## src/rtl/core/cfj_pkg.sv

```systemverilog
// ----------------------------------------------------------------------------
// cfj_pkg: shared types and constants of the force-to-torque block
// Field widths, fixed-point constants, the CORDIC angle table and the
// records that travel down the cell chains.
// ----------------------------------------------------------------------------
package cfj_pkg;

  // Field widths
  localparam int FW     = 24;   // Cartesian force, Q15.8
  localparam int AW     = 16;   // joint angle, Q2.13
  localparam int VW     = 16;   // joint speed, Q4.11
  localparam int TW     = 16;   // joint torque, Q.8
  localparam int LW     = 16;   // link length, Q0.16
  localparam int MFW    = 18;   // force limit
  localparam int MTW    = 15;   // torque limit and Coulomb torques
  localparam int VSW    = 16;   // viscous gains
  localparam int CFG_W  = 18;   // widest register
  localparam int CFG_AW = 3;

  // Internal widths
  localparam int SUM_W   = 2 * FW;        // fx^2 + fy^2
  localparam int ROOT_W  = FW;            // floor square root of the sum
  localparam int QW      = MFW;           // scaled force magnitude
  localparam int PROD_W  = FW + MFW;      // |f| * max_force
  localparam int WRAP_W  = 40;            // unwrapped angles in Q.30
  localparam int ANG_W   = 33;            // folded angles in Q.30
  localparam int CW      = 33;            // CORDIC x and y in Q.30
  localparam int ATAN_N  = 24;
  localparam int RATIO_W = 16;
  localparam int RSW     = RATIO_W + 1;

  localparam int FRONT_LAT = 8;
  localparam int BACK_LAT  = 6;

  localparam int PARALLEL_RATIO_Q12 = 4096;
  localparam int CORDIC_STAGES_DEF  = 16;

  localparam logic signed [WRAP_W-1:0] PI_Q30      = 40'sd3373259426;
  localparam logic signed [WRAP_W-1:0] TWO_PI_Q30  = 40'sd6746518852;
  localparam logic signed [WRAP_W-1:0] HALF_PI_Q30 = 40'sd1686629713;
  // Offset that makes every reachable angle non-negative before reduction.
  localparam logic signed [WRAP_W-1:0] WRAP_OFS    = PI_Q30 + (TWO_PI_Q30 <<< 3);
  localparam logic signed [CW-1:0]     CORDIC_GAIN = 33'sd652032874;
  localparam logic signed [VW-1:0]     DEAD_BAND   = 16'sd61;

  typedef enum logic [CFG_AW-1:0] {
    CFG_LINK1, CFG_LINK2, CFG_MAX_FORCE, CFG_MAX_TORQUE,
    CFG_COUL1, CFG_COUL2, CFG_VISC1, CFG_VISC2
  } cfg_idx_t;

  typedef struct packed {
    logic                     cal;
    logic                     fric;
    logic                     flim;
    logic signed [FW-1:0]     fx;
    logic signed [FW-1:0]     fy;
    logic signed [VW-1:0]     v1;
    logic signed [VW-1:0]     v2;
    logic signed [ANG_W-1:0]  ang1;
    logic signed [ANG_W-1:0]  ang12;
    logic                     neg1;
    logic                     neg12;
    logic [PROD_W-1:0]        px;
    logic [PROD_W-1:0]        py;
  } side_t;

  typedef struct packed {
    logic signed [CW-1:0]    x;
    logic signed [CW-1:0]    y;
    logic signed [ANG_W-1:0] z;
  } cordic_t;

  typedef struct packed {
    logic [LW-1:0]  link1;
    logic [LW-1:0]  link2;
    logic [MTW-1:0] max_torque;
    logic [MTW-1:0] coul1;
    logic [MTW-1:0] coul2;
    logic [VSW-1:0] vis1;
    logic [VSW-1:0] vis2;
  } torque_cfg_t;

  // atan(2^-i) in Q.30, truncated.
  function automatic logic signed [ANG_W-1:0] atan_q30(input int i);
    case (i)
      0:       return 33'sd843314856;
      1:       return 33'sd497837829;
      2:       return 33'sd263043836;
      3:       return 33'sd133525158;
      4:       return 33'sd67021686;
      5:       return 33'sd33543515;
      6:       return 33'sd16775850;
      7:       return 33'sd8388437;
      8:       return 33'sd4194282;
      9:       return 33'sd2097149;
      10:      return 33'sd1048575;
      11:      return 33'sd524287;
      12:      return 33'sd262143;
      13:      return 33'sd131071;
      14:      return 33'sd65535;
      15:      return 33'sd32767;
      16:      return 33'sd16383;
      17:      return 33'sd8191;
      18:      return 33'sd4095;
      19:      return 33'sd2047;
      20:      return 33'sd1023;
      21:      return 33'sd511;
      22:      return 33'sd255;
      23:      return 33'sd127;
      default: return '0;
    endcase
  endfunction

  function automatic int cordic_used(input int s);
    return (s < ATAN_N) ? s : ATAN_N;
  endfunction

  function automatic int cfj_latency(input int s);
    return FRONT_LAT + ROOT_W + QW + cordic_used(s) + BACK_LAT;
  endfunction

endpackage

```

## src/rtl/core/cfj_div_cell.sv

```systemverilog
// ----------------------------------------------------------------------------
// cfj_div_cell: one quotient bit of the force scaling divider
// Both force components are divided by the magnitude side by side.
// ----------------------------------------------------------------------------
module cfj_div_cell #(
  parameter int SH = 0
) (
  input  logic                       clk,
  input  logic                       rst_n,
  input  logic                       vld_i,
  input  cfj_pkg::side_t             side_i,
  input  logic [cfj_pkg::ROOT_W-1:0] n_i,
  input  logic [cfj_pkg::PROD_W-1:0] rx_i,
  input  logic [cfj_pkg::PROD_W-1:0] ry_i,
  input  logic [cfj_pkg::QW-1:0]     qx_i,
  input  logic [cfj_pkg::QW-1:0]     qy_i,
  output logic                       vld_o,
  output cfj_pkg::side_t             side_o,
  output logic [cfj_pkg::ROOT_W-1:0] n_o,
  output logic [cfj_pkg::PROD_W-1:0] rx_o,
  output logic [cfj_pkg::PROD_W-1:0] ry_o,
  output logic [cfj_pkg::QW-1:0]     qx_o,
  output logic [cfj_pkg::QW-1:0]     qy_o
);
  import cfj_pkg::*;

  localparam logic [QW-1:0] QBIT = QW'(1) << SH;

  logic [PROD_W-1:0] d;
  logic              vld_r;
  side_t             side_r;
  logic [ROOT_W-1:0] n_r;
  logic [PROD_W-1:0] rx_r, ry_r;
  logic [QW-1:0]     qx_r, qy_r;

  assign d = PROD_W'(n_i) << SH;

  always_ff @(posedge clk) begin
    if (!rst_n) begin
      vld_r <= 1'b0;
    end else begin
      vld_r <= vld_i;
    end
  end

  always_ff @(posedge clk) begin
    side_r <= side_i;
    n_r    <= n_i;
    rx_r   <= (rx_i >= d) ? rx_i - d : rx_i;
    qx_r   <= (rx_i >= d) ? (qx_i | QBIT) : qx_i;
    ry_r   <= (ry_i >= d) ? ry_i - d : ry_i;
    qy_r   <= (ry_i >= d) ? (qy_i | QBIT) : qy_i;
  end

  assign vld_o  = vld_r;
  assign side_o = side_r;
  assign n_o    = n_r;
  assign rx_o   = rx_r;
  assign ry_o   = ry_r;
  assign qx_o   = qx_r;
  assign qy_o   = qy_r;

endmodule

```

## config.mk

```make
export PLATFORM = sky130hd
export DESIGN_NAME = cfj_div_cell
export DESIGN_NICKNAME = d
export VERILOG_FILES = /design/src/rtl/core/cfj_pkg.sv /design/src/rtl/core/cfj_div_cell.sv
export SDC_FILE = /design/constraint.sdc
export NUM_CORES = 1
export LEC_CHECK = 0
export BUFFER_PORTS_ARGS = -buffer_cell sky130_fd_sc_hd__buf_2
export CAP_MARGIN = 15
export CORE_AREA = 2 2 297 299
export CTS_CLUSTER_DIAMETER = 120
export DETAILED_ROUTE_END_ITERATION = 6
export DIE_AREA = 0 0 299 301
export PLACE_DENSITY = 0.41
export SETUP_SLACK_MARGIN = 0.4
export SLEW_MARGIN = 20
export SYNTH_ARGS = -nofsm -noshare
export SYNTH_HDL_FRONTEND = slang
export SYNTH_SLANG_ARGS = --single-unit
export TNS_END_PERCENT = 100
```

## constraint.sdc

```tcl
create_clock -name clk -period 3.1 [get_ports clk]
set_input_delay 0.155 -clock clk [delete_from_list [all_inputs] [get_ports clk]]
set_output_delay 0.155 -clock clk [all_outputs]
set_load 0.01 [all_outputs]
```

==> results.cfg <==
[outcome]
status = finished, violations left
failed_checks = hold timing

[synth]
synthMuxAreaShare_pct = 0.277
syn_nets = 1452
synth-xor-area-share_pct = 5.82
synth_fa_ha_area_share_pct = 5.46
synth_area_leaders = dfxtp_1, ha_1, xor2_1
yosysWarnings = 0
yosys.area_share.simple_pct = 11.0
netlist_area_mm2 = 0.0117
synthCells = 1020
yosysTopAreaCell = dfxtp_1
synth-main-ff-cell = dfxtp_1
synth_seq_cells = 380
synth.distinct_cells = 66
synth_compound_area_share_pct = 10.5
synth_top_area_share_pct = 64.9
yosysSeqAreaShare_pct = 64.9
async_flop_share_pct = 0
synth_top_family_by_area = simple AND/OR/NAND/NOR gates
synth-edff-count = 0
synth_area_per_cell_um2 = 11.5

[sta]
final_hold_viol_count = 3
rsz0062_at_grt = no
setup_viol = 0
period_minus_slack_ns = 2.67
tightest_slew_ns = 0.799
slew_viol_final = 0
relSlewSlack_pct = 46.3
post-route-period-util_pct = 86.0
fmax_mhz = 375
holdWs_ns = -0.211

[grt]
antenna_found_initial = 35
grt_max_degree = 45
grt_use_total_pct = 17.2
grt_overflow = 0
first_global_vias = 13288
grt_pass1_wl_mm = 107

[clocking]
cts_max_level = 2
tritoncts = built
cts_root_buffer = clkbuf_16
cts-buffers-inserted = 50
ctsHoldBuffers = 378
clock_path_buffers = 3
cts_num_sinks = 380
cts.clk_slew.worst_paths_ns = 0.06

[power]
switching_share_pct = 28.6
power.switching_mw = 3.96
p_per_area_mw_per_mm2 = 606
clkPwrFrac_pct = 43.7
internal_power_mw = 9.88
combPwrFrac_pct = 17.3
p_seq_share_pct = 39.0
power_leakage_nw = 10.4
peakVddDrop_mv = 0.436

[floorplan]
die_x_um = 299
initial_core_util_pct = 13.6
rows = 108
die_h_um = 301
core_mm2 = 0.0865
io_pins = 762
die_area_mm2 = 0.0900

[route]
drt_first_pass_iters = 5
wl_mm = 81.3
routed_via_density = 3.68
drc = 0
vias = 12619
drt_iter0_drc = 551
routedWlPerCell_um = 23.7
ant_nets = 0

[worst_hold_path]
hold_class = in2reg
hold_end = ry_o[0]
min_path_cells = 3
hold_path_startpoint = ry_i[0]

[worst_setup_path]
start_kind = input pin
critical_path.endpoint_type = register
arrival_ns = 3.17
required_ns = 3.60
path_class = in2reg
critPathMaxFanout = 8
cp_slowest_cell = dlygate4sd3_1
cp-startpoint = rx_i[16]
cp_slowest_stage_delay_ns = 0.62
timing.critical_path.mode_cell = buf_4
path_cells = dlygate4sd3_1 -> buf_2 -> ha_1 -> buf_4 -> nand4_1 -> nor4_1 -> o211ai_1 -> nand3_1 -> nor3b_2 -> a2111oi_4 -> buf_4 -> buf_4 -> xor2_1

[layout]
drive_gt1_share_pct = 40.4
fin_cells = 3430
fillers = 9266
fin_nets = 2659
syn2layout_area_growth_pct = 94.6
utilization_pct = 26.4

[place]
port-buffer-count = 761
dp_hpwl_mm = 67.9
gp_congestion = 0.904
placedCellCount = 2947

[flow_run]
maxCapViolations = 0
## routing by layer
metal	part of all wire, %	up-vias	routed length [um]	global-route usage (%)
li1	-	5960	-	-
met3	11	131	9310	9.19
met1	40	5913	32700	19.8
met4	3.7	36	3010	5.98
met2	44	579	36100	27.2
met5	0.26	-	210	0
## cell usage in the layout, fill, tap and decap left out, types with 5 or more instances in the layout
cell type      count
nand4_1           15
and2_1             7
buf_2            761
or4_1             10
clkbuf_8           6
inv_6              5
diode_2            8
nor3_1            17
o21ai_1           20
a31oi_1            5
nand3_1           14
dfxtp_1          380
nor2_1            34
o21a_1             5
buf_4             39
or3_1              7
a21o_1            13
xnor2_1           31
o21ai_0           56
dlygate4sd3_1    378
nand2b_1          12
ha_1              47
clkinv_2           5
xor2_1            47
nor2b_1            5
inv_1             31
nand2_1           89
o21bai_1           6
a211oi_1           6
clkinvlp_4         5
nor4_1            13
clkbuf_16         52
clkbuf_1          10
a21oi_1           54
## metrics by stage
stage / setup WS [ns] / hold WS [ns] / power (mW) / area, um2 / TNS [ns]
after CTS: 0.411 / -0.255 / 14.1 / 22700 / 0
after global placement: -0.136 / 0.257 / 7.49 / 17200 / -0.177
after global routing: 0.412 / -0.226 / 14.5 / 22800 / 0
final: 0.434 / -0.211 / 13.8 / 22800 / 0
after detailed placement: -0.106 / 0.259 / 7.47 / 17200 / -0.182
after floorplan: 0.486 / 0.183 / 6.24 / 11700 / 0
## sequential cells by signal (all words and copies together) (netlist names)
| register | cells |
|---|---|
| rx_o | 42 |
| side_o | 235 |
| n_o | 24 |
| qx_o | 18 |
| vld_o | 1 |
| qy_o | 18 |
| ry_o | 42 |
## layout make-up
| type | instances | area [um2] | share of cell area (%) |
|---|---|---|---|
| flip-flops and latches | 380 | 7610 | 33.3 |
| clock buffers | 67 | 1400 | 6.12 |
| repair buffers | 1182 | 7970 | 34.9 |
| clock inverters | 25 | 314 | 1.38 |
| diodes | 8 | 20.0 | 0.0877 |
| well taps | 1155 | 1450 | 6.33 |
| inverters | 32 | 120 | 0.526 |
| multi-input cells | 581 | 3960 | 17.3 |
## synth_stat cells, types with 2 or more instances
cell type	instances
a21boi_0	4
nand2_1	89
o221ai_1	2
o21bai_1	6
o21ai_1	18
inv_1	31
fa_1	2
ha_1	48
buf_6	2
o21ai_0	58
and2_1	8
a21o_1	13
nand2b_1	12
nor2b_1	5
and3_1	4
o22ai_1	3
nor4_1	15
o21a_1	5
nand3_1	15
a31oi_1	5
nor4b_1	3
a21oi_1	55
a31o_2	3
nor3_2	2
xnor2_1	31
nor2_1	34
a211oi_1	8
buf_2	10
mux2_1	2
xor2_1	47
clkbuf_1	14
nor3b_1	4
o31ai_1	2
o211ai_1	3
nand3b_1	2
or3_1	7
nand4_1	15
or4_1	10
dfxtp_1	380
nor3_1	17
## critical path: cells and delay by family
family	cells	cell delay [ns]
adders and majority gates	1	0.30
xor gates and xnor gates	1	0.13
AOI/OAI and AO/OA	2	0.23
and+or+nand+nor	4	1.08
buffers and inverters	5	1.26
## worst max path at each step
stage | slack [ns] | end
after floorplan | 0.49 | rx_o[1]
after global placement | -0.14 | ry_o[30]
after detailed placement | -0.11 | ry_o[30]
after CTS | 0.41 | rx_o[33]
after global routing | 0.41 | rx_o[25]
final | 0.43 | rx_o[25]
## power by group through the flow
stage	sequential [mW]	clock [mW]	combinational, mW
2_1_floorplan	5.67	0	0.569
3_3_place_gp	5.51	0	1.98
3_5_place_dp	5.50	0	1.98
4_1_cts	5.40	6.27	2.41
5_1_grt	5.43	6.45	2.58
6_report	5.40	6.05	2.39
## repair_timing
item | 4_1_cts | 5_1_grt
endpoints found under the hold margin | 380 | 3
buffers inserted | 0 | 4
resized for setup | 0 | 17
setup endpoints to repair | 0 | 36
## logic make-up after synthesis
family,count (synthesis)
DFF,380
xor gates and xnor gates,78
buffers and inverters,59
muxes,3
AOI/OAI and AO/OA,200
adders and majority gates,50
and+or+nand+nor,250
(Power assumes the default switching activity.)
