`src/rtl/core/cfj_pkg.sv`:
```
// ----------------------------------------------------------------------------
// cfj_pkg: shared types and constants of the force-to-torque block
// Field widths, fixed-point constants, the CORDIC angle table and the
// records that travel down the cell chains.
// ----------------------------------------------------------------------------
package cfj_pkg;

  // Field widths
  localparam int FW     = 24;   // Cartesian force, Q15.8
  localparam int AW     = 16;   // joint angle, Q2.13
  localparam int VW     = 16;   // joint speed, Q4.11
  localparam int TW     = 16;   // joint torque, Q.8
  localparam int LW     = 16;   // link length, Q0.16
  localparam int MFW    = 18;   // force limit
  localparam int MTW    = 15;   // torque limit and Coulomb torques
  localparam int VSW    = 16;   // viscous gains
  localparam int CFG_W  = 18;   // widest register
  localparam int CFG_AW = 3;

  // Internal widths
  localparam int SUM_W   = 2 * FW;        // fx^2 + fy^2
  localparam int ROOT_W  = FW;            // floor square root of the sum
  localparam int QW      = MFW;           // scaled force magnitude
  localparam int PROD_W  = FW + MFW;      // |f| * max_force
  localparam int WRAP_W  = 40;            // unwrapped angles in Q.30
  localparam int ANG_W   = 33;            // folded angles in Q.30
  localparam int CW      = 33;            // CORDIC x and y in Q.30
  localparam int ATAN_N  = 24;
  localparam int RATIO_W = 16;
  localparam int RSW     = RATIO_W + 1;

  localparam int FRONT_LAT = 8;
  localparam int BACK_LAT  = 6;

  localparam int PARALLEL_RATIO_Q12 = 4096;
  localparam int CORDIC_STAGES_DEF  = 16;

  localparam logic signed [WRAP_W-1:0] PI_Q30      = 40'sd3373259426;
  localparam logic signed [WRAP_W-1:0] TWO_PI_Q30  = 40'sd6746518852;
  localparam logic signed [WRAP_W-1:0] HALF_PI_Q30 = 40'sd1686629713;
  // Offset that makes every reachable angle non-negative before reduction.
  localparam logic signed [WRAP_W-1:0] WRAP_OFS    = PI_Q30 + (TWO_PI_Q30 <<< 3);
  localparam logic signed [CW-1:0]     CORDIC_GAIN = 33'sd652032874;
  localparam logic signed [VW-1:0]     DEAD_BAND   = 16'sd61;

  typedef enum logic [CFG_AW-1:0] {
    CFG_LINK1, CFG_LINK2, CFG_MAX_FORCE, CFG_MAX_TORQUE,
    CFG_COUL1, CFG_COUL2, CFG_VISC1, CFG_VISC2
  } cfg_idx_t;

  typedef struct packed {
    logic                     cal;
    logic                     fric;
    logic                     flim;
    logic signed [FW-1:0]     fx;
    logic signed [FW-1:0]     fy;
    logic signed [VW-1:0]     v1;
    logic signed [VW-1:0]     v2;
    logic signed [ANG_W-1:0]  ang1;
    logic signed [ANG_W-1:0]  ang12;
    logic                     neg1;
    logic                     neg12;
    logic [PROD_W-1:0]        px;
    logic [PROD_W-1:0]        py;
  } side_t;

  typedef struct packed {
    logic signed [CW-1:0]    x;
    logic signed [CW-1:0]    y;
    logic signed [ANG_W-1:0] z;
  } cordic_t;

  typedef struct packed {
    logic [LW-1:0]  link1;
    logic [LW-1:0]  link2;
    logic [MTW-1:0] max_torque;
    logic [MTW-1:0] coul1;
    logic [MTW-1:0] coul2;
    logic [VSW-1:0] vis1;
    logic [VSW-1:0] vis2;
  } torque_cfg_t;

  // atan(2^-i) in Q.30, truncated.
  function automatic logic signed [ANG_W-1:0] atan_q30(input int i);
    case (i)
      0:       return 33'sd843314856;
      1:       return 33'sd497837829;
      2:       return 33'sd263043836;
      3:       return 33'sd133525158;
      4:       return 33'sd67021686;
      5:       return 33'sd33543515;
      6:       return 33'sd16775850;
      7:       return 33'sd8388437;
      8:       return 33'sd4194282;
      9:       return 33'sd2097149;
      10:      return 33'sd1048575;
      11:      return 33'sd524287;
      12:      return 33'sd262143;
      13:      return 33'sd131071;
      14:      return 33'sd65535;
      15:      return 33'sd32767;
      16:      return 33'sd16383;
      17:      return 33'sd8191;
      18:      return 33'sd4095;
      19:      return 33'sd2047;
      20:      return 33'sd1023;
      21:      return 33'sd511;
      22:      return 33'sd255;
      23:      return 33'sd127;
      default: return '0;
    endcase
  endfunction

  function automatic int cordic_used(input int s);
    return (s < ATAN_N) ? s : ATAN_N;
  endfunction

  function automatic int cfj_latency(input int s);
    return FRONT_LAT + ROOT_W + QW + cordic_used(s) + BACK_LAT;
  endfunction

endpackage

```
`src/rtl/core/cfj_cordic_cell.sv`:
```
// ----------------------------------------------------------------------------
// cfj_cordic_cell: one rotation step for both joint angles
// Rotation mode: the residual angle's sign picks the direction.
// ----------------------------------------------------------------------------
module cfj_cordic_cell #(
  parameter int IDX = 0
) (
  input  logic             clk,
  input  logic             rst_n,
  input  logic             vld_i,
  input  cfj_pkg::side_t   side_i,
  input  cfj_pkg::cordic_t c1_i,
  input  cfj_pkg::cordic_t c12_i,
  output logic             vld_o,
  output cfj_pkg::side_t   side_o,
  output cfj_pkg::cordic_t c1_o,
  output cfj_pkg::cordic_t c12_o
);
  import cfj_pkg::*;

  localparam logic signed [ANG_W-1:0] ATAN = atan_q30(IDX);

  function automatic cordic_t rotate(input cordic_t c);
    cordic_t r;
    if (c.z >= 0) begin
      r.x = c.x - (c.y >>> IDX);
      r.y = c.y + (c.x >>> IDX);
      r.z = c.z - ATAN;
    end else begin
      r.x = c.x + (c.y >>> IDX);
      r.y = c.y - (c.x >>> IDX);
      r.z = c.z + ATAN;
    end
    return r;
  endfunction

  logic    vld_r;
  side_t   side_r;
  cordic_t c1_r, c12_r;

  always_ff @(posedge clk) begin
    if (!rst_n) begin
      vld_r <= 1'b0;
    end else begin
      vld_r <= vld_i;
    end
  end

  always_ff @(posedge clk) begin
    side_r <= side_i;
    c1_r   <= rotate(c1_i);
    c12_r  <= rotate(c12_i);
  end

  assign vld_o  = vld_r;
  assign side_o = side_r;
  assign c1_o   = c1_r;
  assign c12_o  = c12_r;

endmodule

```
`config.mk`:
```
export PLATFORM = sky130hd
export DESIGN_NAME = cfj_cordic_cell
export DESIGN_NICKNAME = d
export VERILOG_FILES = /design/src/rtl/core/cfj_pkg.sv /design/src/rtl/core/cfj_cordic_cell.sv
export SDC_FILE = /design/constraint.sdc
export NUM_CORES = 1
export LEC_CHECK = 0
export BUFFER_PORTS_ARGS = -buffer_cell sky130_fd_sc_hd__buf_2
export CORE_AREA = 8 8 333 335
export DETAILED_ROUTE_END_ITERATION = 7
export DIE_AREA = 0 0 341 343
export PLACE_DENSITY = 0.38
export SYNTH_ARGS = -nofsm -noshare
export SYNTH_HDL_FRONTEND = slang
export SYNTH_SLANG_ARGS = --single-unit
export TNS_END_PERCENT = 1
```
`constraint.sdc`:
```
create_clock -name clk -period 4.9 [get_ports clk]
set_clock_uncertainty 0.1 [all_clocks]
set_input_delay 0.49 -clock clk [delete_from_list [all_inputs] [get_ports clk]]
set_output_delay 0.49 -clock clk [all_outputs]
set_load 0.02 [all_outputs]
```
==> flow_summary.ini, run 1 <==
[finish]
layout-drive-gt1-share_pct = 27.9
syn2layout_area_growth_pct = 45.8
final_area_um2 = 32500
layout.nets = 4258

[placement]
sum_of_net_half_perimeters_after_detailed_placement_um = 107000
placed_cell_area_um2 = 28100
buffer_ports.inserted = 869
finalWeightedCongestion = 0.942

[yosys]
netlist-cell-type-count = 85
syn_warnings = 0
netlist_instances = 2452
leading_cell_types_by_total_area_after_synthesis = sky130_fd_sc_hd__dfxtp_1 39%, sky130_fd_sc_hd__ha_1 15%, sky130_fd_sc_hd__a21oi_1 6.1%
ys.flop_type = sky130_fd_sc_hd__dfxtp_1
synth_edf_count = 0
post-synth-top-area-cell = sky130_fd_sc_hd__dfxtp_1
synth.most_common_cell = sky130_fd_sc_hd__dfxtp_1
synthTopCellsByCount = 432 x sky130_fd_sc_hd__dfxtp_1, 270 x sky130_fd_sc_hd__a21oi_1, 266 x sky130_fd_sc_hd__ha_1, 219 x sky130_fd_sc_hd__inv_1, 179 x sky130_fd_sc_hd__nor2_1
synth.yosys.seq_area_share_pct = 38.8
netlist.area_leader.share_pct = 38.8
synth.avg_cell_area_um2 = 9.09
syn_nets = 3162
share_of_synthesized_registers_carrying_an_async_set_or_reset_pct = 0
post_synth_instance_area_um2 = 22300
ys_ff_latch = 432

[die]
floorplan.die.height_um = 343
dieArea_um2 = 117000
die_w_um = 341
initial_utilization_pct = 21.0
placement_rows = 120
number_of_top_level_design_ports = 870
design.core.area_um2 = 106000

[sta]
setup_violations = 0
slew_viol_final = 0
setup_repair_after_global_routing_missed_its_margin = false
maxClockFrequency_ghz = 0.247
rel_slew_slack_pct = 33.5
hold_violations = 0
period_needed_ns = 4.05
worst_pin_slew_ns = 0.997
final.setup.tns_ns = 0
post-route-period-util_pct = 82.7

[grt]
grt_antenna_before_repair = 58
track_usage_pct = 20.5
gr-total-overflow = 0
grt_first_pass_wirelength_um = 175000
grt_start_max_net_pins = 87
first_global_vias = 22900

[routing]
ant_nets = 0
detailedRoute.firstIterationViolations = 1339
vias = 22400
drc = 0
drt-vias-per-instance = 4.46
finalWirelength_um = 127000
drt_pass1_iterations = 7
detail_route.wl_per_cell_um = 25.3

[cts]
tritoncts.num_buffers = 56
tritoncts = yes
cts.reportedPaths.clkPinSlew_ns = 0.06
post_cts.repair.setup_buffers = 0
h-tree-depth = 2
clock_tree.buffer_depth = 3
clock_sinks = 432
ctsRootBufferMaster = sky130_fd_sc_hd__clkbuf_16

[power_and_ir_drop]
p_per_area_nw_per_um2 = 370
power.static_leakage_nw = 15.7
irDropWorstVdd_mv = 0.301
power.total_mw = 12.0

[setup_path]
critical_path.endpoint = c1_o[65]
criticalPathCategory = input port to register
arrival_ns = 4.43
worstPathMaxFanout = 3
critical_path.endpoint_type = register
worst_ep_required_time_ns = 5.28
crit_start = c1_i[66]
kind_of_start_point_of_the_critical_path = input port

[status]
status = completed

[min_path]
min-delay-path-class = input port to register
hp-start = c1_i[31]

[flow_run]
timing.max_cap.violations = 0
-- cell usage in the layout (no fill, tap or decap), types with 56 or more instances in the layout --
cell / instances
sky130_fd_sc_hd__a21o_1: 82
sky130_fd_sc_hd__nor2_1: 179
sky130_fd_sc_hd__buf_2: 867
sky130_fd_sc_hd__o21ai_0: 136
sky130_fd_sc_hd__dlygate4sd3_1: 246
sky130_fd_sc_hd__nand2_1: 94
sky130_fd_sc_hd__xnor2_1: 144
sky130_fd_sc_hd__a21oi_1: 270
sky130_fd_sc_hd__inv_1: 217
sky130_fd_sc_hd__ha_1: 266
sky130_fd_sc_hd__clkbuf_16: 56
sky130_fd_sc_hd__dfxtp_1: 432
-- power breakdown --
part           switching, mW  total (mW)  leakage, nW  internal, mW
Sequential             0.225        4.21         3.65          3.99
Combinational           2.33        3.61         11.1          1.28
Clock                   1.78        4.20        0.911          2.42
-- cell type report --
type / count / area (um^2)
fill: 11500 / 73400
multi-input combinational: 1709 / 12400
sequential: 432 / 8650
timing repair buffer: 1125 / 6890
tap: 1403 / 1760
clock buffer: 78 / 1570
inverter: 224 / 841
clock inverter: 26 / 309
antenna: 19 / 47.5
-- registers in the layout, summed over array words and instances, names as in the netlist --
register / cells
c12_o: 98
side_o: 235
vld_o: 1
c1_o: 98
-- worst min-delay path by stage --
stage | slack (ns) | cells past startpoint | end
finish | 0.07 | 3 | c1_o[32]
global route | 0.03 | 3 | c1_o[32]
CTS | 0.02 | 3 | c1_o[32]
detailed placement | 0.49 | 1 | side_o[10]
global placement | 0.49 | 1 | side_o[96]
floorplan | 0.42 | 0 | c12_o[0]
-- critical path: stages --
cell	delay [ns]
sky130_fd_sc_hd__dlygate4sd3_1	0.53
sky130_fd_sc_hd__buf_2	0.14
sky130_fd_sc_hd__ha_1	0.31
sky130_fd_sc_hd__fa_1	0.47
sky130_fd_sc_hd__nor2b_1	0.13
sky130_fd_sc_hd__o21ai_0	0.14
sky130_fd_sc_hd__a21oi_1	0.38
sky130_fd_sc_hd__nor4_1	0.15
sky130_fd_sc_hd__o41ai_1	0.58
sky130_fd_sc_hd__a21oi_1	0.27
sky130_fd_sc_hd__o21ai_0	0.33
sky130_fd_sc_hd__a21oi_1	0.11
sky130_fd_sc_hd__a211oi_1	0.28
sky130_fd_sc_hd__xnor2_1	0.09
-- cell families (layout without fill, tap and decap cells) --
logic type               count (synthesis)  count (layout)  share of synthesized area (%)
AND/OR/NAND/NOR                        480             480                           10.2
buffers and inverters                  311            1453                           5.45
flip-flops                             432             432                           38.8
XOR/XNOR                               173             173                           6.80
AO/OA/AOI/OAI                          752             752                           21.7
other                                    0              19                              0
adder cells (fa/ha/maj)                274             274                           15.7
multiplexers                            30              30                           1.35
-- timing repair --
item | in CTS | in global routing
resized for setup | 0 | 0
endpoints found under the hold margin | 245 | 0
hold buffers | 246 | 0
-- metrics by stage --
| stage | hold WS (ns) | setup slack, ns | utilization [%] | cells |
|---|---|---|---|---|
| after floorplan | 0.418 | 1.08 | - | 2452 |
| after global routing | 0.0305 | 0.667 | 30.7 | 5003 |
| after detailed placement | 0.494 | 0.807 | 26.5 | 4647 |
| after global placement | 0.492 | 0.833 | 26.5 | 4647 |
| final | 0.0665 | 0.850 | 30.7 | 5016 |
| after CTS | 0.0187 | 0.947 | 30.6 | 4997 |
-- per-layer routing --
metal,vias up,global-route usage (%),part of all wire [%]
met5,-,0,0.19
met4,36,8.63,4.8
met3,200,5.45,6.8
met2,743,35.0,48
met1,10700,24.3,41
li1,10700,-,-
Power figures use the tool's default switching activity.
==> run 2: changes to the inputs <==
- CORE_AREA: 8 8 333 335 -> 8 8 336 338
- DIE_AREA: 0 0 341 343 -> 0 0 344 346
- PLACE_DENSITY: 0.38 -> 0.39
- clock period: 4.9 -> 3.4 ns (I/O delays scaled with it)
==> run 2 against run 1 <==
Combinational power is 55% higher. Final cell count up 5.8%. Non-clock buffer count is 266 higher. Die area increased by 1.8%. Final area rose by 7.6%. Core utilization increased by 1.7 points. Highest routed layer unchanged.
==> flow_summary.ini, run 2 (synthesis gave the netlist of run 1 again) <==
[setup_path]
worst_ep_required_time_ns = 3.86
worstPathCellList = dlygate4sd3_1 -> buf_2 -> buf_4 -> fa_1 -> a21oi_2 -> o31ai_1 -> a211o_1 -> o21ai_2 -> o31a_1 -> o41ai_1 -> or2_2 -> a211oi_1 -> xnor2_1
worstPathMaxFanout = 4
criticalPathCategory = input port to register
crit_path_max_incr_delay_ns = 0.58
critical_path.endpoint_type = register
slowest_stage = sky130_fd_sc_hd__dlygate4sd3_1
kind_of_start_point_of_the_critical_path = input port
arrival_ns = 3.78

[sta]
maxClockFrequency_ghz = 0.301
hold_violations = 0
worst_hold_slack_ns = 0.0635
period_needed_ns = 3.32
rel_slew_slack_pct = 37.4
setup_violations = 0
post-route-period-util_pct = 97.6
setup_repair_after_global_routing_missed_its_margin = true
final.setup.tns_ns = 0
worst_pin_slew_ns = 0.939
slew_viol_final = 0

[min_path]
min-delay-path-class = input port to register

[cts]
h-tree-depth = 2
clock_sinks = 432
tritoncts = yes
post_cts.repair.setup_buffers = 0
clock_tree.buffer_depth = 3
ctsRootBufferMaster = sky130_fd_sc_hd__clkbuf_16
cts.reportedPaths.clkPinSlew_ns = 0.07
tritoncts.num_buffers = 57

[finish]
final_cell_mix = 867 x sky130_fd_sc_hd__buf_2, 432 x sky130_fd_sc_hd__dfxtp_1, 295 x sky130_fd_sc_hd__dlygate4sd3_1
final_common_cell = sky130_fd_sc_hd__buf_2
final_area_um2 = 35000
syn2layout_area_growth_pct = 56.9
layout-drive-gt1-share_pct = 32.1
largest_register_ffs = 235
layout.nets = 4525

[flow_run]
timing.max_cap.violations = 0

[grt]
grt_antenna_before_repair = 59
grt_start_max_net_pins = 78
track_usage_pct = 19.9
grt_first_pass_wirelength_um = 173000
first_global_vias = 23900
gr-total-overflow = 0

[routing]
vias = 23000
drt-vias-per-instance = 4.34
detail_route.wl_per_cell_um = 23.6
finalWirelength_um = 125000
drc = 0
detailedRoute.firstIterationViolations = 1248
drt_pass1_iterations = 5
ant_nets = 0

[status]
status = completed

[die]
design.core.area_um2 = 108000
initial_utilization_pct = 20.7
die_w_um = 344
number_of_top_level_design_ports = 870
floorplan.die.height_um = 346
placement_rows = 121
dieArea_um2 = 119000

[placement]
sum_of_net_half_perimeters_after_detailed_placement_um = 106000
buffer_ports.inserted = 869
finalWeightedCongestion = 0.936
placed_cell_area_um2 = 29800

[power_and_ir_drop]
irDropWorstVdd_mv = 0.352
p_per_area_nw_per_um2 = 525
power.static_leakage_nw = 17.0
power.total_mw = 18.4
## run 2: cell types whose count changed in the layout (fill, tap and decap cells not counted), moves of 5 or more
cell / delta
sky130_fd_sc_hd__diode_2: +13
sky130_fd_sc_hd__a21oi_2: +5
sky130_fd_sc_hd__dlygate4sd3_1: +49
sky130_fd_sc_hd__a21oi_1: -5
sky130_fd_sc_hd__buf_4: +214
sky130_fd_sc_hd__bufinv_16: +6
sky130_fd_sc_hd__clkbuf_1: -8
## run 2: worst paths after layout
path / startpoint / end / slack [ns] / cells past startpoint
setup / recovery: c1_i[67] / c1_o[65] / 0.08 / 13
hold / removal: c1_i[28] / c1_o[28] / 0.06 / 3
## run 2: repair_timing
action	4_1_cts	5_1_grt
resized for setup	0	10
hold buffers	295	0
endpoints found under the hold margin	290	0
endpoints found under the setup margin	0	14
## run 2: stage by stage
step | util [%] | std cells | setup WS [ns]
6_report | 32.4 | 5309 | 0.0817
5_1_grt | 32.4 | 5294 | -0.0182
4_1_cts | 32.3 | 5277 | 0.0152
3_5_place_dp | 27.6 | 4875 | -0.256
3_3_place_gp | 27.6 | 4875 | -0.231
2_1_floorplan | - | 2452 | -0.221
## run 2: worst max-delay path: cells and delay by family
family / cells / cell delay (ns)
compound gates: 7 / 1.62
xor+xnor: 1 / 0.15
buf+inv: 3 / 0.88
simple gates: 1 / 0.31
fa+ha+maj: 1 / 0.45
## run 2: layout make-up
class | instances | area [um^2]
fill | 11500 | 72800
multi-input combinational | 1709 | 12500
sequential | 432 | 8650
inverter | 224 | 841
antenna | 32 | 80.1
clock inverter | 35 | 529
timing repair buffer | 1391 | 9050
tap | 1414 | 1770
clock buffer | 72 | 1580
## run 2: report_power, final
part / switching (mW) / total (mW) / internal (mW)
logic: 3.39 / 5.58 / 2.18
registers: 0.348 / 6.09 / 5.75
clock network: 2.66 / 6.68 / 4.03
## run 2: layer usage
metal | vias to the layer above | part of all wire (%) | track usage [%]
met5 | - | 0.088 | 0
met4 | 18 | 6.2 | 10.9
met3 | 213 | 7.0 | 4.75
met2 | 856 | 48 | 34.7
met1 | 10700 | 38 | 22.0
li1 | 11200 | - | -
