File: src/rtl/core/cfj_pkg.sv
// ----------------------------------------------------------------------------
// cfj_pkg: shared types and constants of the force-to-torque block
// Field widths, fixed-point constants, the CORDIC angle table and the
// records that travel down the cell chains.
// ----------------------------------------------------------------------------
package cfj_pkg;

  // Field widths
  localparam int FW     = 24;   // Cartesian force, Q15.8
  localparam int AW     = 16;   // joint angle, Q2.13
  localparam int VW     = 16;   // joint speed, Q4.11
  localparam int TW     = 16;   // joint torque, Q.8
  localparam int LW     = 16;   // link length, Q0.16
  localparam int MFW    = 18;   // force limit
  localparam int MTW    = 15;   // torque limit and Coulomb torques
  localparam int VSW    = 16;   // viscous gains
  localparam int CFG_W  = 18;   // widest register
  localparam int CFG_AW = 3;

  // Internal widths
  localparam int SUM_W   = 2 * FW;        // fx^2 + fy^2
  localparam int ROOT_W  = FW;            // floor square root of the sum
  localparam int QW      = MFW;           // scaled force magnitude
  localparam int PROD_W  = FW + MFW;      // |f| * max_force
  localparam int WRAP_W  = 40;            // unwrapped angles in Q.30
  localparam int ANG_W   = 33;            // folded angles in Q.30
  localparam int CW      = 33;            // CORDIC x and y in Q.30
  localparam int ATAN_N  = 24;
  localparam int RATIO_W = 16;
  localparam int RSW     = RATIO_W + 1;

  localparam int FRONT_LAT = 8;
  localparam int BACK_LAT  = 6;

  localparam int PARALLEL_RATIO_Q12 = 4096;
  localparam int CORDIC_STAGES_DEF  = 16;

  localparam logic signed [WRAP_W-1:0] PI_Q30      = 40'sd3373259426;
  localparam logic signed [WRAP_W-1:0] TWO_PI_Q30  = 40'sd6746518852;
  localparam logic signed [WRAP_W-1:0] HALF_PI_Q30 = 40'sd1686629713;
  // Offset that makes every reachable angle non-negative before reduction.
  localparam logic signed [WRAP_W-1:0] WRAP_OFS    = PI_Q30 + (TWO_PI_Q30 <<< 3);
  localparam logic signed [CW-1:0]     CORDIC_GAIN = 33'sd652032874;
  localparam logic signed [VW-1:0]     DEAD_BAND   = 16'sd61;

  typedef enum logic [CFG_AW-1:0] {
    CFG_LINK1, CFG_LINK2, CFG_MAX_FORCE, CFG_MAX_TORQUE,
    CFG_COUL1, CFG_COUL2, CFG_VISC1, CFG_VISC2
  } cfg_idx_t;

  typedef struct packed {
    logic                     cal;
    logic                     fric;
    logic                     flim;
    logic signed [FW-1:0]     fx;
    logic signed [FW-1:0]     fy;
    logic signed [VW-1:0]     v1;
    logic signed [VW-1:0]     v2;
    logic signed [ANG_W-1:0]  ang1;
    logic signed [ANG_W-1:0]  ang12;
    logic                     neg1;
    logic                     neg12;
    logic [PROD_W-1:0]        px;
    logic [PROD_W-1:0]        py;
  } side_t;

  typedef struct packed {
    logic signed [CW-1:0]    x;
    logic signed [CW-1:0]    y;
    logic signed [ANG_W-1:0] z;
  } cordic_t;

  typedef struct packed {
    logic [LW-1:0]  link1;
    logic [LW-1:0]  link2;
    logic [MTW-1:0] max_torque;
    logic [MTW-1:0] coul1;
    logic [MTW-1:0] coul2;
    logic [VSW-1:0] vis1;
    logic [VSW-1:0] vis2;
  } torque_cfg_t;

  // atan(2^-i) in Q.30, truncated.
  function automatic logic signed [ANG_W-1:0] atan_q30(input int i);
    case (i)
      0:       return 33'sd843314856;
      1:       return 33'sd497837829;
      2:       return 33'sd263043836;
      3:       return 33'sd133525158;
      4:       return 33'sd67021686;
      5:       return 33'sd33543515;
      6:       return 33'sd16775850;
      7:       return 33'sd8388437;
      8:       return 33'sd4194282;
      9:       return 33'sd2097149;
      10:      return 33'sd1048575;
      11:      return 33'sd524287;
      12:      return 33'sd262143;
      13:      return 33'sd131071;
      14:      return 33'sd65535;
      15:      return 33'sd32767;
      16:      return 33'sd16383;
      17:      return 33'sd8191;
      18:      return 33'sd4095;
      19:      return 33'sd2047;
      20:      return 33'sd1023;
      21:      return 33'sd511;
      22:      return 33'sd255;
      23:      return 33'sd127;
      default: return '0;
    endcase
  endfunction

  function automatic int cordic_used(input int s);
    return (s < ATAN_N) ? s : ATAN_N;
  endfunction

  function automatic int cfj_latency(input int s);
    return FRONT_LAT + ROOT_W + QW + cordic_used(s) + BACK_LAT;
  endfunction

endpackage

File: src/rtl/core/cfj_sqrt_cell.sv
// ----------------------------------------------------------------------------
// cfj_sqrt_cell: one digit of the square root chain
// Decides one root bit of the force magnitude and passes the record on.
// ----------------------------------------------------------------------------
module cfj_sqrt_cell #(
  parameter int LVL = 0
) (
  input  logic                      clk,
  input  logic                      rst_n,
  input  logic                      vld_i,
  input  cfj_pkg::side_t            side_i,
  input  logic [cfj_pkg::SUM_W-1:0] v_i,
  input  logic [cfj_pkg::SUM_W-1:0] res_i,
  output logic                      vld_o,
  output cfj_pkg::side_t            side_o,
  output logic [cfj_pkg::SUM_W-1:0] v_o,
  output logic [cfj_pkg::SUM_W-1:0] res_o
);
  import cfj_pkg::*;

  localparam logic [SUM_W-1:0] BIT = SUM_W'(1) << (2 * LVL);

  logic [SUM_W-1:0] trial, v_nxt, res_nxt;
  logic             vld_r;
  side_t            side_r;
  logic [SUM_W-1:0] v_r, res_r;

  always_comb begin
    trial = res_i + BIT;
    if (v_i >= trial) begin
      v_nxt   = v_i - trial;
      res_nxt = (res_i >> 1) + BIT;
    end else begin
      v_nxt   = v_i;
      res_nxt = res_i >> 1;
    end
  end

  always_ff @(posedge clk) begin
    if (!rst_n) begin
      vld_r <= 1'b0;
    end else begin
      vld_r <= vld_i;
    end
  end

  always_ff @(posedge clk) begin
    side_r <= side_i;
    v_r    <= v_nxt;
    res_r  <= res_nxt;
  end

  assign vld_o  = vld_r;
  assign side_o = side_r;
  assign v_o    = v_r;
  assign res_o  = res_r;

endmodule

File: config.mk
export PLATFORM = sky130hd
export DESIGN_NAME = cfj_sqrt_cell
export DESIGN_NICKNAME = d
export VERILOG_FILES = /design/src/rtl/core/cfj_pkg.sv /design/src/rtl/core/cfj_sqrt_cell.sv
export SDC_FILE = /design/constraint.sdc
export NUM_CORES = 1
export LEC_CHECK = 0
export ABC_AREA = 1
export BUFFER_PORTS_ARGS = -buffer_cell sky130_fd_sc_hd__clkbuf_2
export CAP_MARGIN = 15
export CORE_AREA = 3 3 260 262
export CTS_CLUSTER_SIZE = 25
export DETAILED_ROUTE_END_ITERATION = 7
export DIE_AREA = 0 0 263 265
export HOLD_SLACK_MARGIN = 0.02
export SLEW_MARGIN = 20
export SYNTH_ARGS = -nofsm -noshare
export SYNTH_HDL_FRONTEND = slang
export SYNTH_SLANG_ARGS = --single-unit
File: constraint.sdc
create_clock -name clk -period 7.4 [get_ports clk]
set_input_delay 0.37 -clock clk [delete_from_list [all_inputs] [get_ports clk]]
set_output_delay 0.37 -clock clk [all_outputs]
set_load 0.02 [all_outputs]
==> flow_summary.toml, run 1 <==
[grt]
grt_overflow_total = 0
grt_max_degree = 69
antenna_found_initial = 7
grtUsageTotal_pct = 24.65
grt_pass1_wl_um = 122700
grt_pass1_vias = 16310

[logic_synthesis]
ys_ff_latch = 332
syn_inst = 1906
synth-edff-count = 0
synth_fp_nets = 2291
async_flop_share_pct = 0
ys_seq_area_share_pct = 46.64
ys_types = 35
yosysWarnings = 0
synth_area_um2 = 14250
syn_area_per_cell_um2 = 7.476
synthFlopType = "dfxtp_1"

[sta]
grt_setup_unrepaired = "no"
hold_viol_final = 0
fin_crit_sh_pct = 72.81
relSlewSlack_pct = 35.49
finalCriticalPeriod_ps = 5388
drv_slew = 0
worstMarginPinSlew_ps = 965.8
finalSetupViolCount = 0
fin_setup_tns_ps = 0
fin_hold_ws_ps = 57.12
max_clock_freq_ghz = 0.1856

[detailed_routing]
drc = 0
detail_route.wl_per_cell_um = 23.97
first_pass_iters = 7
num_vias = 15984
drt_iter0_drc = 1196
drt_wl_total_um = 89300
routed_via_density = 4.290
final_antenna_net_count = 0

[setup_path]
crit_top_cell = "nand2_1"
cp_max_fo = 57
worstSetupPathType = "in2reg"
endpoint_kind = "flip-flop"
cp_cell_sequence = "clkbuf_2, ha_1, nand3_1, nor2_2, inv_1, nor3_2, xor2_1, ha_1, nand2_1, nor2_2, nand2_1, nor2_1, nand3_2, nand4_4, buf_4, nand2_1, o21ai_1"
worstPathArrival_ps = 5870
start_kind = "input pin"
max_stage_delay_ps = 880
slowest_stage = "nand4_4"
required_ps = 7890

[layout]
multiInputGateArea_um2 = 6141
instances_no_fill = 3726
seqCellArea_um2 = 6646
fill_cells = 6990
finalNetCount = 3212
area_growth_pct = 56.28
layout-drive-gt1-share_pct = 26.63
utilization_pct = 33.93

[placement]
numPlacedInstances = 3411
gp_congestion = 1.086
hpwlAfterDp_um = 74830
portBuffers = 665

[status]
outcome = "completed"

[die]
ioPinCount = 666
initial_core_util_pct = 21.71
die_h_um = 265
fp.coreArea_um2 = 65630
rows = 94
dieWidth_um = 263
dieArea_um2 = 69700

[power]
ir_worst_vdd_mv = 0.1396
power_density_nw_per_um2 = 240.2
p_leak_uw = 0.01164

[hold_path]
hold_path.class = "in2reg"

[clock_network]
tritoncts = "done"
path_clk_slew_ps = 60
cts.repair.resized = 0
clockRootBuffer = "clkbuf_16"
cts_max_level = 2
post_cts_buffers = 0
clock_sinks = 332
cts_buffers = 40
clockBufferDepth = 3

[flow_run]
drv_cap = 0
## power breakdown
group          internal [µW]  total [µW]  switching (µW)
Combinational            414        1230             820
Clock                   1260        2110             849
Sequential              1940        2010            65.1
Total                   3610        5350            1730
## metrics by stage
stage	setup slack, ps	area (µm²)	total power (µW)
floorplan	4082	14250	2640
global placement	1627	18470	3168
detailed placement	1481	18470	3160
CTS	2088	22240	5407
global route	1663	22260	5567
finish	2012	22270	5350
## flip-flops by register name, summed over array words and instances (netlist names)
name,flops
res_o,48
side_o,235
v_o,48
vld_o,1
## cell usage after synthesis (2+ instances only)
library cell / instances / share of area, %
inv_2: 2 / 0.053
nand2_2: 4 / 0.18
xor2_1: 110 / 6.8
nand2_1: 604 / 16
buf_2: 2 / 0.070
nor2_2: 12 / 0.53
nand3_1: 95 / 3.3
nand4_1: 49 / 2.2
nand3b_1: 2 / 0.11
inv_1: 325 / 8.6
nor3_2: 3 / 0.21
dfxtp_1: 332 / 47
and2_1: 3 / 0.13
ha_1: 50 / 4.4
xnor2_1: 3 / 0.18
clkbuf_1: 3 / 0.079
o21ai_0: 3 / 0.11
clkinv_1: 2 / 0.053
a21oi_1: 29 / 1.0
o21ai_1: 68 / 2.4
buf_4: 8 / 0.42
nor2_1: 142 / 3.7
nor4_1: 2 / 0.088
nor2_4: 2 / 0.16
buf_6: 11 / 0.87
nor3_1: 30 / 1.1
buf_1: 2 / 0.053
## repair_timing
item / 4_1_cts / 5_1_grt
hold buffers: 236 / 1
endpoints found under the setup margin: 0 / 0
hold endpoints to repair: 235 / 1
## critical path, delay by kind of cell
kind	cells	cell delay (ps)
AOI/OAI and AO/OA	1	90
buffers and inverters	3	850
and+or+nand+nor	10	3330
adders and majority gates	2	690
xor gates and xnor gates	1	510
## cells in the final DEF (no fill, tap or decap), types with 3 or more instances in the layout
cell type / n
inv_1: 325
clkinv_2: 4
nand4_1: 49
dfxtp_1: 332
clkinvlp_4: 4
xor2_1: 110
a21oi_1: 29
clkbuf_2: 665
clkbuf_1: 8
o21ai_0: 3
clkbuf_16: 41
ha_1: 50
clkbuf_8: 5
and2_1: 3
xnor2_1: 3
nand2_1: 604
diode_2: 4
bufinv_16: 5
nand2_2: 4
nor3_1: 30
o21ai_1: 68
nor2_1: 142
clkinv_4: 3
nor3_2: 3
dlygate4sd3_1: 237
nor2_2: 12
nand3_1: 95
## layout make-up
| type | instances | area share [%] |
|---|---|---|
| well taps | 864 | 4.854 |
| flip-flops and latches | 332 | 29.84 |
| repair buffers | 906 | 25.82 |
| clock buffers | 54 | 5.051 |
| inverters | 329 | 5.545 |
| multi-input cells | 1218 | 27.57 |
| clock inverters | 19 | 1.264 |
| diodes | 4 | 0.04495 |
## cell families after synthesis
family / share of synthesized area (%)
AO/OA/AOI/OAI: 3.618
XOR/XNOR: 6.945
AND/OR/NAND/NOR: 28.00
flip-flops: 46.64
adder cells (fa/ha/maj): 4.531
buffers and inverters: 10.26
## final timing paths
| kind | startpoint | endpoint | slack (ps) | cells past startpoint |
|---|---|---|---|---|
| max | res_i[1] | res_o[41]$_DFF_P_ | 2010 | 17 |
| min | v_i[10] | v_o[10]$_DFF_P_ | 60 | 3 |
## routing by layer
layer	share of wire (%)	vias to the layer above	wire length [µm]	global-route usage (%)
met5	0.013	-	12	0
met4	5.6	2	5041	11.92
met3	6.7	178	5959	4.372
met2	50	801	44300	44.24
met1	38	7324	33980	28.28
li1	-	7679	-	-
(Power assumes the default switching activity.)
==> run 2, diff against run 1 <==
- ABC_AREA: 1 -> 0
- CORE_AREA: 3 3 260 262 -> 3 3 259 261
- DIE_AREA: 0 0 263 265 -> 0 0 262 264
- clock period: 7.4 -> 4.4 ns (I/O delays scaled with it)
==> flow_summary.toml, run 2 <==
[logic_synthesis]
synth_area_leader_cell = "dfxtp_1"
ys_types = 70
synth_top_area_share_pct = 55.13
syn_area_per_cell_um2 = 10.27
ys_seq_area_share_pct = 55.13
async_flop_share_pct = 0
synthTopCellsByArea = "dfxtp_1 55%, ha_1 5.2%, xnor2_1 4.9%, nand2_1 4.6%, xor2_1 4.2%"
synth_area_um2 = 12060
synth-edff-count = 0
ys_ff_latch = 332
syn_inst = 1174
yosysMostFrequentCell = "dfxtp_1"
synthFlopType = "dfxtp_1"
synth_fp_nets = 1559
synthTopCellsByCount = "332 x dfxtp_1, 147 x nand2_1, 68 x xnor2_1"
yosysWarnings = 0

[power]
p_seq_share_pct = 36.4
p_sw_share_pct = 30.43
p_comb_share_pct = 22.7
internal-power_uw = 6327
p_clk_share_pct = 40.8
ir_worst_vdd_mv = 0.2321
net-switching-power_uw = 2768
p_leak_uw = 0.01070
power_density_nw_per_um2 = 400.7

[detailed_routing]
drt_wl_total_um = 85420
routed_via_density = 4.203
num_vias = 13755
drc = 0
drt_iter0_drc = 845
first_pass_iters = 5
final_antenna_net_count = 0
detail_route.wl_per_cell_um = 26.10

[setup_path]
worstPathArrival_ps = 4730
cp_max_fo = 8
start_kind = "input pin"
worstSetupPathType = "in2reg"
endpoint_kind = "flip-flop"
required_ps = 4880

[layout]
finalNetCount = 2757
layout_common_cells = "665 x clkbuf_2, 332 x dfxtp_1, 321 x dlygate4sd3_1, 216 x buf_4, 147 x nand2_1"
layout-drive-gt1-share_pct = 41.51
largest_reg_flops = 235
instances_no_fill = 3273
area_growth_pct = 88.24
multiInputGateArea_um2 = 5097
seqCellArea_um2 = 6646
fill_cells = 6765
mostFrequentLayoutCell = "clkbuf_2"
fin_area_um2 = 22700

[clock_network]
path_clk_slew_ps = 60
cts_buffers = 43
cts_max_level = 2
clockRootBuffer = "clkbuf_16"
clockBufferDepth = 3
clock_sinks = 332
tritoncts = "done"

[die]
rows = 93
dieWidth_um = 262
initial_core_util_pct = 18.64
ioPinCount = 666
dieArea_um2 = 69170
die_h_um = 264
fp.coreArea_um2 = 64700

[flow_run]
drv_cap = 0

[placement]
dp_slack_ps = -85.74
hpwlAfterDp_um = 71650
portBuffers = 665
numPlacedInstances = 2859
gp_congestion = 0.9521
placed_cell_area_um2 = 17890

[sta]
finalCriticalPeriod_ps = 4257
worstMarginPinSlew_ps = 565.1
max_clock_freq_ghz = 0.2349
setup_ws_ps = 142.9
hold_viol_final = 0
fin_crit_sh_pct = 96.75
fin_setup_tns_ps = 0
fin_hold_ws_ps = 47.50
drv_slew = 0
relSlewSlack_pct = 61.98
finalSetupViolCount = 0
grt_setup_unrepaired = "no"

[status]
outcome = "completed"

[grt]
grtUsageTotal_pct = 23.66
antenna_found_initial = 28
grt_overflow_total = 0
grt_pass1_vias = 14175
grt_pass1_wl_um = 112800
grt_max_degree = 28

[hold_path]
hold_path.class = "in2reg"
[run 2: changes by cell type in the layout (fill, tap and decap cells not counted), sizes merged, moves of 9 or more]
| cell | before | now |
|---|---|---|
| xnor2 | 3 | 68 |
| buf | 4 | 222 |
| a21o | 1 | 16 |
| diode | 4 | 14 |
| nor4 | 2 | 14 |
| a21oi | 29 | 66 |
| inv | 328 | 23 |
| nand3 | 96 | 31 |
| dlygate4sd3 | 237 | 321 |
| xor2 | 110 | 58 |
| o21a | 0 | 9 |
| nor2 | 156 | 40 |
| and3 | 0 | 16 |
| nand2 | 609 | 148 |
[run 2: worst paths after layout]
kind	from	to	cells past startpoint
worst max-delay path	res_i[26]	res_o[12]$_DFF_P_	18
worst min-delay path	res_i[10]	res_o[9]$_DFF_P_	3
[run 2: final cells by class]
cell class	instances	share of cell area, %
timing repair buffer	1208	36.50
sequential	332	29.28
multi-input combinational	767	22.46
clock buffer	56	5.265
tap	855	4.714
clock inverter	21	1.296
inverter	20	0.3308
antenna	14	0.1544
[run 2: metrics by stage]
step / total power [µW] / util [%]
after global routing: 9449 / 35.06
after global placement: 5186 / 27.66
after detailed placement: 5178 / 27.66
after floorplan: 4207 / -
after CTS: 9210 / 34.93
final: 9095 / 35.08
[run 2: cells by family (layout without fill, tap and decap cells)]
family                   after synthesis  in the layout  synth area share, %
AO/OA/AOI/OAI                        213            213                11.45
adder cells (fa/ha/maj)               51             51                5.355
flip-flops                           332            332                55.13
XOR/XNOR                             126            126                9.153
buffers and inverters                 75           1305                3.041
other                                  0             14                    0
AND/OR/NAND/NOR                      376            376                15.79
multiplexers                           1              1              0.08303
[run 2: metal layers]
metal  up-vias  track usage [%]  share of wire [%]
li1       6502                -                  -
met1      6517            26.79                 39
met2       577            40.00                 47
met3       137            9.309                 10
met4        22            8.762                4.1
met5         -                0               0.16
[run 2: worst max-delay path, stage by stage]
cell and delay [ps]:
dlygate4sd3_1 520, clkbuf_2 240, nand4_1 180, or3_1 480, or2_2 360, or3_1 310, nor3_1 260, nand2_1 120
xor2_1 170, ha_1 240, a211oi_2 260, o211ai_2 200, a211oi_4 390, buf_4 210, nor3_4 40, buf_4 160
and3_1 210, xor2_1 160
[run 2: power groups by stage]
| stage | Sequential (µW) | Combinational (µW) | Clock, µW |
|---|---|---|---|
| CTS | 3320 | 2070 | 3820 |
| global placement | 3380 | 1810 | 0 |
| finish | 3310 | 2070 | 3710 |
| floorplan | 3650 | 562 | 0 |
| global route | 3330 | 2200 | 3910 |
| detailed placement | 3380 | 1800 | 0 |
[run 2: what timing repair did]
item / in CTS / in global routing
endpoints found under the hold margin: 321 / 0
resized for setup: 0 / 12
buffers inserted: 0 / 2
hold buffers: 321 / 0
setup endpoints to repair: 0 / 96
==> run 3, diff against run 2 <==
- ABC_CLOCK_PERIOD_IN_PS: not set -> 4400
- REMOVE_ABC_BUFFERS: not set -> 1
==> flow_summary.toml, run 3 (synthesis gave the netlist of run 2 again) <==
[sta]
fin_crit_sh_pct = 96.94
max_clock_freq_ghz = 0.2344
drv_slew = 0
hold_viol_final = 0
fin_setup_tns_ps = 0
finalCriticalPeriod_ps = 4265
worstMarginPinSlew_ps = 500.3
finalSetupViolCount = 0
relSlewSlack_pct = 66.29

[flow_run]
drv_cap = 0

[setup_path]
worstPathArrival_ps = 4730
start_kind = "input pin"
worstSetupPathType = "in2reg"
endpoint_kind = "flip-flop"
required_ps = 4870
cp_max_fo = 5

[hold_path]
hold_path.class = "in2reg"

[detailed_routing]
routed_via_density = 4.171
met2_length_um = 38560
wl_met3_um = 7126
final_antenna_net_count = 0
drc = 0
drt_iter0_drc = 903
drt_wl_total_um = 82340
highest_layer = "met5"
detail_route.wl_per_cell_um = 25.24
met1_length_um = 33240
first_pass_iters = 5
num_vias = 13611

[die]
dieArea_um2 = 69170
initial_core_util_pct = 18.64
ioPinCount = 666
die_h_um = 264
rows = 93
dieWidth_um = 262
fp.coreArea_um2 = 64700

[clock_network]
cts_max_level = 2
tritoncts = "done"
clockRootBuffer = "clkbuf_16"
path_clk_slew_ps = 60
cts_buffers = 42
clockBufferDepth = 3
clock_sinks = 332

[layout]
largest_reg_flops = 235
fill_cells = 6683
multiInputGateArea_um2 = 5171
instances_no_fill = 3263
mostFrequentLayoutCell = "clkbuf_2"
finalNetCount = 2735
layout-drive-gt1-share_pct = 41.16
layout_common_cells = "664 x clkbuf_2, 332 x dfxtp_1, 327 x dlygate4sd3_1, 189 x buf_4, 147 x nand2_1"
seqCellArea_um2 = 6646
fin_area_um2 = 22570
area_growth_pct = 87.21

[grt]
grt_pass1_vias = 13721
grt_pass1_wl_um = 108500
grtUsageTotal_pct = 22.58
antenna_found_initial = 33
grt_overflow_total = 0
grt_max_degree = 47

[power]
power_density_nw_per_um2 = 396.4
ir_worst_vdd_mv = 0.2997
p_leak_uw = 0.01058

[placement]
hpwlAfterDp_um = 68260
gp_congestion = 0.9475
placed_cell_area_um2 = 17610
portBuffers = 665
numPlacedInstances = 2827

[status]
outcome = "completed"
[run 3: what timing repair did]
item | CTS | global route
endpoints found under the hold margin | 327 | 0
setup endpoints to repair | 0 | 89
gates resized for setup | 0 | 27
hold buffers | 327 | 0
buffers inserted | 0 | 5
[run 3: report_power, final]
group	total (µW)	internal (µW)	leakage (µW)	switching (µW)
combinational	2040	860	0.00708	1180
clock	3590	2070	0.000697	1520
sequential	3310	3230	0.00280	75.4
[run 3: worst max-delay path, cell delays in order]
cell,delay (ps)
dlygate4sd3_1,530
clkbuf_2,180
and3_1,190
and3_1,180
and3_1,210
buf_12,140
nand3_4,110
or2_2,350
nor4_2,210
nand2_1,110
xor2_1,170
ha_1,300
a21o_1,190
a211oi_2,340
o211ai_4,170
a211oi_4,300
buf_4,190
nor4b_1,50
a221o_1,320
a211o_1,260
[run 3: layout make-up]
| cell class | count | area share (%) |
|---|---|---|
| Timing Repair Buffer | 1186 | 35.96 |
| Inverter | 20 | 0.3326 |
| Sequential cell | 332 | 29.45 |
| Clock inverter | 24 | 1.197 |
| Clock buffer | 51 | 5.116 |
| Multi-Input combinational cell | 768 | 22.91 |
| Tap cell | 855 | 4.739 |
| Antenna cell | 27 | 0.2993 |
[run 3: metrics by stage]
stage          util, %  power [µW]  setup WS, ps  hold WS, ps
6_report         34.89        8946         134.6        42.92
5_1_grt          34.85        9287        -55.96        67.05
4_1_cts          34.49        9016         5.551        24.74
3_5_place_dp     27.23        5099        -70.88        323.9
3_3_place_gp     27.23        5105        -16.39        322.6
2_1_floorplan        -        4168         -1295        247.7
[run 3: routing by layer]
metal,vias up,global-route usage (%)
met5,-,0
met4,10,8.046
met3,115,6.979
met2,570,38.20
met1,6443,26.85
li1,6473,-
[run 3: worst paths after layout]
check,start,end,slack [ps],cells past startpoint
max,res_i[3],v_o[47]$_DFF_P_,130,20
min,res_i[10],res_o[9]$_DFF_P_,40,3
